--- config.mk ---
export PLATFORM = sky130hd
export DESIGN_NAME = lehmer_rng_skip_ahead_top
export DESIGN_NICKNAME = d
export VERILOG_FILES = /design/src/rtl/lrsa_pkg.sv /design/src/rtl/lrsa_modmul.sv /design/src/rtl/lrsa_seq.sv /design/src/rtl/lehmer_rng_skip_ahead_top.sv
export SDC_FILE = /design/constraint.sdc
export NUM_CORES = 2
export LEC_CHECK = 0
export ABC_AREA = 1
export BUFFER_PORTS_ARGS = -buffer_cell sky130_fd_sc_hd__buf_2
export CAP_MARGIN = 0
export CORE_MARGIN = 2
export CORE_UTILIZATION = 35
export DETAILED_ROUTE_END_ITERATION = 16
export SYNTH_ARGS = -nofsm -noshare
export SYNTH_HDL_FRONTEND = slang
export SYNTH_SLANG_ARGS = --single-unit
--- constraint.sdc ---
create_clock -name clock -period 13.7 [get_ports clock]
set_clock_uncertainty 0.05 [all_clocks]
set_input_delay 0.685 -clock clock [delete_from_list [all_inputs] [get_ports clock]]
set_output_delay 0.685 -clock clock [all_outputs]
set_load 0.005 [all_outputs]
--- src/rtl/lrsa_pkg.sv ---
// types, constants and codes of the skip-ahead random stream
`default_nettype none

package lrsa_pkg;

   // generator constants: modulus 2^31-1 and minimal standard multiplier
   localparam logic [30:0] LCG_MOD = 31'h7FFF_FFFF;
   localparam logic [30:0] LCG_MUL = 31'd16807;

   // register reset values
   localparam logic [30:0] INIT_SEED_RESET = 31'd19620718;
   localparam logic [15:0] SPR_RESET       = 16'd1;

   // default width of the row count that is honoured
   localparam int ROW_COUNT_BITS_DEF = 32;

   // register port
   localparam int CSR_INDEX_BITS = 8;
   localparam logic [CSR_INDEX_BITS-1:0] CSR_INITIAL_SEED  = 8'd0;
   localparam logic [CSR_INDEX_BITS-1:0] CSR_DRAWS_PER_ROW = 8'd1;

   // operation codes
   localparam logic [1:0] OP_NEXT  = 2'd0;
   localparam logic [1:0] OP_SKIP  = 2'd1;
   localparam logic [1:0] OP_RESET = 2'd2;

   typedef struct packed {
      logic [1:0]  op;
      logic [31:0] skip_rows;
   } req_type;

   typedef struct packed {
      logic [30:0] value;
      logic [31:0] seeds_used;
   } rsp_type;

   typedef struct packed {
      logic [30:0] initial_seed;
      logic [15:0] draws_per_row;
   } cfg_type;

   // modular multiplier request and response
   typedef struct packed {
      logic        start;
      logic [30:0] a;
      logic [30:0] b;
   } mm_req_type;

   typedef struct packed {
      logic        done;
      logic [30:0] prod;
   } mm_rsp_type;

   typedef enum logic [2:0] {
      ST_IDLE,
      ST_NEXT_WAIT,
      ST_DIST,
      ST_STEP,
      ST_ACC_WAIT,
      ST_SQR_WAIT,
      ST_FINISH
   } state_type;

endpackage

`default_nettype wire

--- src/rtl/lrsa_modmul.sv ---
// two-stage multiplier modulo 2^31-1: product register, then end-around fold
`default_nettype none

module lrsa_modmul
   import lrsa_pkg::*;
(
   input  wire logic       clock,
   input  wire logic       reset,
   input  wire mm_req_type mm_req,
   output mm_rsp_type      mm_rsp
);

   logic        stage1_ff;
   logic        done_ff;
   logic [61:0] prod_ff;
   logic [30:0] res_ff;
   logic [31:0] fold_sum;
   logic [31:0] fold_wrap;
   logic [30:0] res_in;

   // fold high half onto low half, wrap the carry, then one conditional subtract
   always_comb begin
      fold_sum  = {1'b0, prod_ff[61:31]} + {1'b0, prod_ff[30:0]};
      fold_wrap = {1'b0, fold_sum[30:0]} + {31'd0, fold_sum[31]};
      if (fold_wrap >= {1'b0, LCG_MOD}) begin
         res_in = fold_wrap[30:0] - LCG_MOD;
      end else begin
         res_in = fold_wrap[30:0];
      end
   end

   // datapath registers
   always_ff @(posedge clock) begin
      prod_ff <= {31'd0, mm_req.a} * {31'd0, mm_req.b};
      res_ff  <= res_in;
   end

   // stage valid flags
   always_ff @(posedge clock) begin
      if (reset) begin
         stage1_ff <= 1'b0;
         done_ff   <= 1'b0;
      end else begin
         stage1_ff <= mm_req.start;
         done_ff   <= stage1_ff;
      end
   end

   assign mm_rsp.done = done_ff;
   assign mm_rsp.prod = res_ff;

endmodule

`default_nettype wire

--- src/rtl/lrsa_seq.sv ---
// sequencer and state of the stream: next, square-and-multiply skip, reset
`default_nettype none

module lrsa_seq
   import lrsa_pkg::*;
#(
   parameter int ROW_COUNT_BITS = ROW_COUNT_BITS_DEF
)(
   input  wire logic       clock,
   input  wire logic       reset,
   input  wire logic       req_valid,
   output logic            req_ready,
   input  wire req_type    req_data,
   input  wire cfg_type    cfg,
   input  wire logic       out_free,
   output logic            out_load,
   output rsp_type         out_data,
   output mm_req_type      mm_req,
   input  wire mm_rsp_type mm_rsp
);

   localparam int ROW_BITS  = (ROW_COUNT_BITS < 32) ? ROW_COUNT_BITS : 32;
   localparam int DIST_BITS = ROW_BITS + 16;

   state_type             state_ff, state_in;
   logic [ROW_BITS-1:0]   rows_ff, rows_in;
   logic [DIST_BITS-1:0]  dist_ff, dist_in;
   logic [DIST_BITS-1:0]  dist_prod;
   logic [30:0]           seed_ff, seed_in;
   logic [31:0]           count_ff, count_in;
   logic [30:0]           acc_ff, acc_in;
   logic [30:0]           pow_ff, pow_in;
   logic                  accept;

   assign accept    = req_valid && req_ready;
   assign dist_prod = DIST_BITS'(rows_ff) * DIST_BITS'(cfg.draws_per_row);

   // next state
   always_comb begin
      state_in = state_ff;
      case (state_ff)
         ST_IDLE: begin
            if (accept) begin
               case (req_data.op)
                  OP_NEXT: state_in = ST_NEXT_WAIT;
                  OP_SKIP: state_in = ST_DIST;
                  default: state_in = ST_FINISH;
               endcase
            end
         end
         ST_NEXT_WAIT: begin
            if (mm_rsp.done) begin
               state_in = ST_FINISH;
            end
         end
         ST_DIST: state_in = ST_STEP;
         ST_STEP: begin
            if (dist_ff == '0) begin
               state_in = ST_FINISH;
            end else if (dist_ff[0]) begin
               state_in = ST_ACC_WAIT;
            end else begin
               state_in = ST_SQR_WAIT;
            end
         end
         ST_ACC_WAIT: begin
            if (mm_rsp.done) begin
               state_in = ST_SQR_WAIT;
            end
         end
         ST_SQR_WAIT: begin
            if (mm_rsp.done) begin
               state_in = ST_STEP;
            end
         end
         ST_FINISH: begin
            if (out_free) begin
               state_in = ST_IDLE;
            end
         end
         default: state_in = ST_IDLE;
      endcase
   end

   // outputs: handshake, multiplier issue, result load
   always_comb begin
      req_ready    = (state_ff == ST_IDLE);
      out_load     = 1'b0;
      mm_req.start = 1'b0;
      mm_req.a     = pow_ff;
      mm_req.b     = pow_ff;
      case (state_ff)
         ST_IDLE: begin
            mm_req.start = accept && (req_data.op == OP_NEXT);
            mm_req.a     = LCG_MUL;
            mm_req.b     = seed_ff;
         end
         ST_STEP: begin
            mm_req.start = (dist_ff != '0);
            mm_req.b     = dist_ff[0] ? acc_ff : pow_ff;
         end
         ST_ACC_WAIT: mm_req.start = mm_rsp.done;
         ST_FINISH:   out_load     = out_free;
         default: ;
      endcase
   end

   assign out_data.value      = seed_ff;
   assign out_data.seeds_used = count_ff;

   // datapath updates
   always_comb begin
      rows_in  = rows_ff;
      dist_in  = dist_ff;
      seed_in  = seed_ff;
      count_in = count_ff;
      acc_in   = acc_ff;
      pow_in   = pow_ff;
      case (state_ff)
         ST_IDLE: begin
            if (accept) begin
               rows_in = req_data.skip_rows[ROW_BITS-1:0];
               case (req_data.op)
                  OP_SKIP: begin
                     acc_in = cfg.initial_seed;
                     pow_in = LCG_MUL;
                  end
                  OP_RESET: begin
                     seed_in  = cfg.initial_seed;
                     count_in = '0;
                  end
                  default: ;
               endcase
            end
         end
         ST_NEXT_WAIT: begin
            if (mm_rsp.done) begin
               seed_in = mm_rsp.prod;
               if (count_ff != '1) begin
                  count_in = count_ff + 32'd1;
               end
            end
         end
         ST_DIST: dist_in = dist_prod;
         ST_STEP: begin
            if (dist_ff == '0) begin
               seed_in  = acc_ff;
               count_in = '0;
            end
         end
         ST_ACC_WAIT: begin
            if (mm_rsp.done) begin
               acc_in = mm_rsp.prod;
            end
         end
         ST_SQR_WAIT: begin
            if (mm_rsp.done) begin
               pow_in  = mm_rsp.prod;
               dist_in = dist_ff >> 1;
            end
         end
         default: ;
      endcase
   end

   // control and stream state
   always_ff @(posedge clock) begin
      if (reset) begin
         state_ff <= ST_IDLE;
         seed_ff  <= INIT_SEED_RESET;
         count_ff <= '0;
      end else begin
         state_ff <= state_in;
         seed_ff  <= seed_in;
         count_ff <= count_in;
      end
   end

   // working registers of an item
   always_ff @(posedge clock) begin
      rows_ff <= rows_in;
      dist_ff <= dist_in;
      acc_ff  <= acc_in;
      pow_ff  <= pow_in;
   end

endmodule

`default_nettype wire

--- src/rtl/lehmer_rng_skip_ahead_top.sv ---
// top level of the skip-ahead random stream: registers, result register, sequencer and multiplier
`default_nettype none

// Park-Miller minimal standard stream (seed' = 16807 * seed mod 2^31-1) with three
// operations: next draws a value and bumps a saturating use count, skip jumps to
// initial_seed * 16807^(skip_rows * draws_per_row) by square-and-multiply and clears
// the count, reset reloads initial_seed and clears the count. Every item gives one
// result carrying the seed and the count. One item is in work at a time; a finished
// result waits in an output register so the next item can start. All modular
// products go through a single two-stage multiplier with end-around fold. Skip
// squares once for each bit of a skip distance of up to min(ROW_COUNT_BITS, 32) + 16
// bits and multiplies into the result once for each one bit. Register writes are
// taken at any time and act on the next operation that reads them.
module lehmer_rng_skip_ahead_top
   import lrsa_pkg::*;
#(
   parameter int ROW_COUNT_BITS = ROW_COUNT_BITS_DEF
)(
   input  wire logic                      clock,
   input  wire logic                      reset,
   input  wire logic                      req_valid,
   output logic                           req_ready,
   input  wire req_type                   req_data,
   output logic                           rsp_valid,
   input  wire logic                      rsp_ready,
   output rsp_type                        rsp_data,
   input  wire logic                      csr_valid,
   output logic                           csr_ready,
   input  wire logic [CSR_INDEX_BITS-1:0] csr_index,
   input  wire logic [31:0]               csr_data
);

   logic [30:0] init_seed_ff;
   logic [15:0] spr_ff;
   logic        rsp_valid_ff;
   rsp_type     rsp_data_ff;
   cfg_type     cfg;
   logic        out_free;
   logic        out_load;
   rsp_type     out_data;
   mm_req_type  mm_req;
   mm_rsp_type  mm_rsp;

   // register writes, masked to register widths
   assign csr_ready = 1'b1;

   always_ff @(posedge clock) begin
      if (reset) begin
         init_seed_ff <= INIT_SEED_RESET;
         spr_ff       <= SPR_RESET;
      end else if (csr_valid && csr_ready) begin
         case (csr_index)
            CSR_INITIAL_SEED:  init_seed_ff <= csr_data[30:0];
            CSR_DRAWS_PER_ROW: spr_ff       <= csr_data[15:0];
            default: ;
         endcase
      end
   end

   assign cfg.initial_seed  = init_seed_ff;
   assign cfg.draws_per_row = spr_ff;

   // result register
   assign out_free = !rsp_valid_ff || rsp_ready;

   always_ff @(posedge clock) begin
      if (reset) begin
         rsp_valid_ff <= 1'b0;
      end else if (out_free) begin
         rsp_valid_ff <= out_load;
      end
   end

   always_ff @(posedge clock) begin
      if (out_load) begin
         rsp_data_ff <= out_data;
      end
   end

   assign rsp_valid = rsp_valid_ff;
   assign rsp_data  = rsp_data_ff;

   // sequencer and shared multiplier
   lrsa_seq #(
      .ROW_COUNT_BITS(ROW_COUNT_BITS)
   ) u_seq (
      .clock     (clock),
      .reset     (reset),
      .req_valid (req_valid),
      .req_ready (req_ready),
      .req_data  (req_data),
      .cfg       (cfg),
      .out_free  (out_free),
      .out_load  (out_load),
      .out_data  (out_data),
      .mm_req    (mm_req),
      .mm_rsp    (mm_rsp)
   );

   lrsa_modmul u_modmul (
      .clock  (clock),
      .reset  (reset),
      .mm_req (mm_req),
      .mm_rsp (mm_rsp)
   );

endmodule

`default_nettype wire

# Word-level counts from Yosys, hierarchy flattened
# Index checks and enable logic that the tools add are counted.
[word_totals] output_inout_bits=66 reg_bits=414 input_bits=79
[op_classes] multipliers=2 n_reduce_logical=22 n_addsub=4 mux=34 n_eq_ne=19 order_cmp=1
[ops] cell="$mux 31" n=11
[ops] cell="$pmux 31 s2" n=3
[ops] cell="$mux 32" n=5
[ops] cell="$pmux 32 s3" n=1
[ops] cell="$pmux 48 s2" n=1
[ops] cell="$pmux 31 s3" n=1
[ops] cell="$mul 31x31->62" n=1
[ops] cell="$logic_not 48->1" n=1
[ops] cell="$mul 32x16->48" n=1
[ops] cell="$mux 48" n=1
[ops] cell="$reduce_bool 48->1" n=1
[ops] cell="$add 31x1->32" n=1
[ops] cell="$add 31x31->32" n=1
[ops] cell="$add 32x1->32 const B" n=1
[ops] cell="$ge 32x31->1 const B" n=1
[ops] cell="$ne 32x32->1 const B" n=1
[ops] cell="$sub 31x31->31 const B" n=1
[ops] cell="$pmux 3 s7" n=1
[ops] cell="$mux 3" n=6
[ops] cell="$ne 2x1->1 const B" n=6
[ops] cell="$reduce_and 5->1" n=2
[ops] cell="$eq 3x3->1 const B" n=3
[ops] cell="$eq 8x1->1 const B" n=1
[ops] cell="$logic_not 8->1" n=1
[ops] cell="18 further kinds" n=29

# Logic depth before layout (Yosys ltp)
[depth] word_depth=4 depth_mapped=44 ltp_nobuf=42

# Hierarchy
# Synthesis repeated with hierarchy kept, for this count alone.
[hier_totals] hier_cells=9295 hier_area_um2=70216.1
[modules_own_cells] module="lrsa_modmul" n_inst=1 cells_each=5109 area_per_inst_um2=38145.3 seq_area_each_um2=1901.8
[modules_own_cells] module="lrsa_seq" n_inst=1 cells_each=3839 area_per_inst_um2=28178.3 seq_area_each_um2=5585.4
[modules_own_cells] module="lehmer_rng_skip_ahead_top" n_inst=1 cells_each=347 area_per_inst_um2=3892.5 seq_area_each_um2=2852.7

# Worst setup path after synthesis
# Ideal clock, no wire load.
[synth_path] path_kind="register to register" start="reg u_seq.state_ff[0]" end="reg u_modmul.prod_ff[56]" t_required_ns=13.533 path_slack_ns=5.432 arrival_time_ns=8.101 setup_time_ns=0.117 stages_incl_launch_ff=38 synth_period_minus_slack_ns=8.268 path_cell_list="dfxtp_1 nand2_1 nor2_1 inv_1 nand2_1 nand2_1 inv_2 buf_2 o221ai_1 inv_1 clkbuf_1 buf_1 nor2_1 fa_1 fa_1 inv_1 fa_1 fa_1 [2 not listed] fa_1 fa_1 fa_1 ha_1 nand2_1 nor2_1 inv_1 nor2_1 nand2_1 o21ai_0 nand2_1 o211ai_1 a21oi_1 o21ai_0 and2_1 nor2_1 nand2_1 nand2_1"
[synth_between] elab_chain_cells=3 elab_cells_between_ends=5
[synth_rtl] element="start, declared" line="lrsa_seq.sv:25" source="state_type state_ff, state_in;"
[synth_rtl] element="start signal, assigned" line="lrsa_seq.sv:173" source="state_ff <= state_in;"
[synth_rtl] element="$eq 3x2->1 / $logic_not 3->1 (equally long branches)" line="lrsa_seq.sv:92" source="case (state_ff)"
[synth_rtl] element="$pmux 31 s2 / $mux 31 (equally long branches)" line="lrsa_seq.sv:92"
[synth_rtl] element="$mul 31x31->62 (*)" line="lrsa_modmul.sv:34" source="prod_ff <= {31'd0, mm_req.a} * {31'd0, mm_req.b};"
[synth_rtl] element="end signal, assigned" line="lrsa_modmul.sv:34"
[synth_rtl] element="end, declared" line="lrsa_modmul.sv:15" source="logic [61:0] prod_ff;"
# Every way passes the cells marked *; elsewhere a longest branch is shown, timed or not.
# A chain may end at the register's enable or synchronous reset.

# Final worst setup path
[layout_path] start="reg u_seq.state_ff[2]" end="reg u_modmul.prod_ff[56]"
# The elaborated chain is that of the path after synthesis.

==> flow_summary.ini <==
[timing]
setup_violations = 0
tightest_slew_ns = 1.23
finalHoldViolCount = 0
max_freq_ghz = 0.0894
grt_setup_unrepaired = no
finalCritPeriodShare = 0.816
tns_ns = 0
max_slew_margin = 0.173
slew_violations = 0
min_period_ns = 11.18

[clock_network]
cts_made_buffers = 46
clock_latency_ns = 0.66
cts.reportedPaths.clkPinSlew_ns = 0.07
cts_tree = yes
hold_buffers = 0
cts_num_sinks = 414
htree_levels = 2
cts-root-buf = clkbuf_16
cts_resized = 0
cts_buffer_depth = 3
cts_setup_buffers = 0

[worst_hold_path]
min_path_cells = 1
min_from = req_data[12]
hold_path_class = input pin to flop
holdPathEnd = u_seq.rows_ff[12]

[floorplan]
start_util = 0.353
die_w_um = 436
fp.dieH_um = 436
core_area_sq_um = 186000
rows = 158
boundaryPins = 145
die-area_sq_um = 190000

[synth]
synth_top_family_by_area = adder cells
syn_inst = 7976
synthAdderAreaFrac = 0.463
synth_compound_area_frac = 0.0612
yosys.area.top_type = fa_1
synthFlopType = dfxtp_1
synthXorXnorAreaFrac = 0.0155
synth_area_sq_um = 65500
syn_avg_cell_area_sq_um = 8.21
synth-seq-area-share = 0.158
synth_nets = 9721
async_flop_share = 0
synth_top_area_frac = 0.384
synth.area.mux_share = 0
synth-seq-cells = 414
synthTopCellsByArea = fa_1 (38%), inv_1 (10%), nand2_1 (10%), edfxtp_1 (9.4%), ha_1 (7.8%)
yosysUniqueCellTypes = 57
ys.warnings.count = 0
synth-simple-area-share = 0.179
synth-edff-count = 205

[worst_setup_path]
end_kind = flop
max_stage_delay_ns = 0.79
critPathSlowestCell = inv_1
rrSetupSlack_ns = 2.52
cp.arrival_ns = 11.67
path_max_fanout = 31
rr_worst_depth = 36
cp-start-kind = flop
rr_endpoint = u_modmul.prod_ff[56]
critPathRequiredTime_ns = 14.19
reg2reg_from = u_seq.state_ff[2]
critical_path_class = flop to flop

[route]
drtIter0Drc = 4000
avgViaCountPerCell = 5.06
route.detailed.drc = 0
vias = 52900
wl_per_cell_um = 20.2
routed_wl_mm = 211
firstDrtPassIters = 5
ant_nets = 0

[place]
io_buffers = 142
dpl.hpwl_mm = 173
place_congestion = 0.954
dp.cells = 10400

[grt]
grt_pass1_vias = 55400
grtUsageTotal = 0.224
grt_overflow = 0
antenna_found_initial = 10
grt_pass1_wl_mm = 329
grt_max_degree = 84

[outcome]
outcome = completed

[flow_run]
drv_cap = 0

[final_layout]
syn_to_final_growth_pct = 7.80
fin_cells = 10500
layout-drive-gt1-share = 0.0590
final_nets = 9690
==> flip-flops by register name (all words and copies together), names as in the netlist, 3 cells and up <==
name              flops
init_seed_ff         31
u_seq.seed_ff        31
spr_ff               16
u_seq.pow_ff         31
rsp_data             63
u_seq.count_ff       32
u_seq.rows_ff        32
u_seq.acc_ff         31
u_modmul.prod_ff     62
u_seq.state_ff        3
u_seq.dist_ff        48
u_modmul.res_ff      31
==> kinds of logic after synthesis <==
| group | Yosys count |
|---|---|
| simple gates | 2935 |
| buf+inv | 2146 |
| fa+ha+maj | 1666 |
| compound gates | 698 |
| flops | 414 |
| xor+xnor | 116 |
| other cells | 1 |
==> cell usage after synthesis (10+ instances only) <==
cell,number
nand2_2,19
o221ai_1,13
nand3_1,141
o21a_1,17
edfxtp_1,205
clkbuf_1,308
a21oi_2,11
o22ai_1,14
xor2_1,65
buf_1,19
a21boi_0,11
xnor2_1,51
nor3_1,41
or2_2,12
inv_2,17
inv_1,1772
o211ai_1,20
fa_1,1256
o21bai_1,10
nor2_1,864
nand2_1,1737
clkinv_1,19
nor4_1,31
nand4_1,41
nor2_2,21
a21oi_1,250
o21ai_0,247
ha_1,410
a31oi_1,48
a211oi_1,24
dfxtp_1,209
==> per-layer routing <==
layer	vias up	GRT usage	share of wire	wire, um
li1	23700	-	-	-
met1	26800	0.307	0.43	91200
met2	2060	0.362	0.46	96300
met3	384	0.0301	0.073	15400
met4	6	0.0822	0.040	8560
met5	-	0	0.00018	38
==> cell type report <==
type / instances / area (sq um)
sequential: 414 / 10300
inverter: 1808 / 6790
clock inverter: 34 / 369
multi-input combinational: 5416 / 47200
timing repair buffer: 259 / 1590
tap: 2480 / 3100
antenna: 4 / 10.0
clock buffer: 52 / 1190
fill: 18900 / 115000
==> stage by stage <==
stage	setup WS (ns)	util	hold slack, ns	cell area (sq um)
floorplan	5.43	-	0.338	65500
global placement	2.73	0.372	0.345	69000
detailed placement	2.74	0.372	0.354	69000
CTS	2.67	0.380	0.139	70600
global route	1.83	0.380	0.160	70600
finish	2.52	0.380	0.187	70600
==> worst max path at each step <==
stage                       from              endpoint  slack [ns]  cells after the start
6_report       u_seq.state_ff[2]  u_modmul.prod_ff[56]        2.52                     36
5_1_grt        u_seq.state_ff[2]  u_modmul.prod_ff[56]        1.83                     38
4_1_cts        u_seq.state_ff[2]  u_modmul.prod_ff[56]        2.67                     36
3_5_place_dp   u_seq.state_ff[2]  u_modmul.prod_ff[56]        2.74                     38
3_3_place_gp   u_seq.state_ff[2]  u_modmul.prod_ff[56]        2.73                     36
2_1_floorplan  u_seq.state_ff[0]  u_modmul.prod_ff[56]        5.43                     37
==> placed cells by master, fill, tap and decap left out, types with 117 or more instances in the layout <==
cell	n
a21oi_1	246
buf_2	142
nand2_1	1737
ha_1	410
o21ai_0	245
edfxtp_1	205
dfxtp_1	207
buf_4	117
nor2_1	847
inv_1	1769
nand3_1	140
fa_1	1256
==> worst max-delay path, delay by kind of cell, from the launching register on <==
kind | cells | cell delay (ns)
adders and majority gates | 9 | 4.46
and+or+nand+nor | 14 | 2.44
DFF | 1 | 0.37
AOI/OAI and AO/OA | 5 | 1.51
buffers and inverters | 8 | 2.16
Power is left out: the tool's default activity adds up to more than one toggle a clock period on the data nets, which glitch-free logic cannot reach.
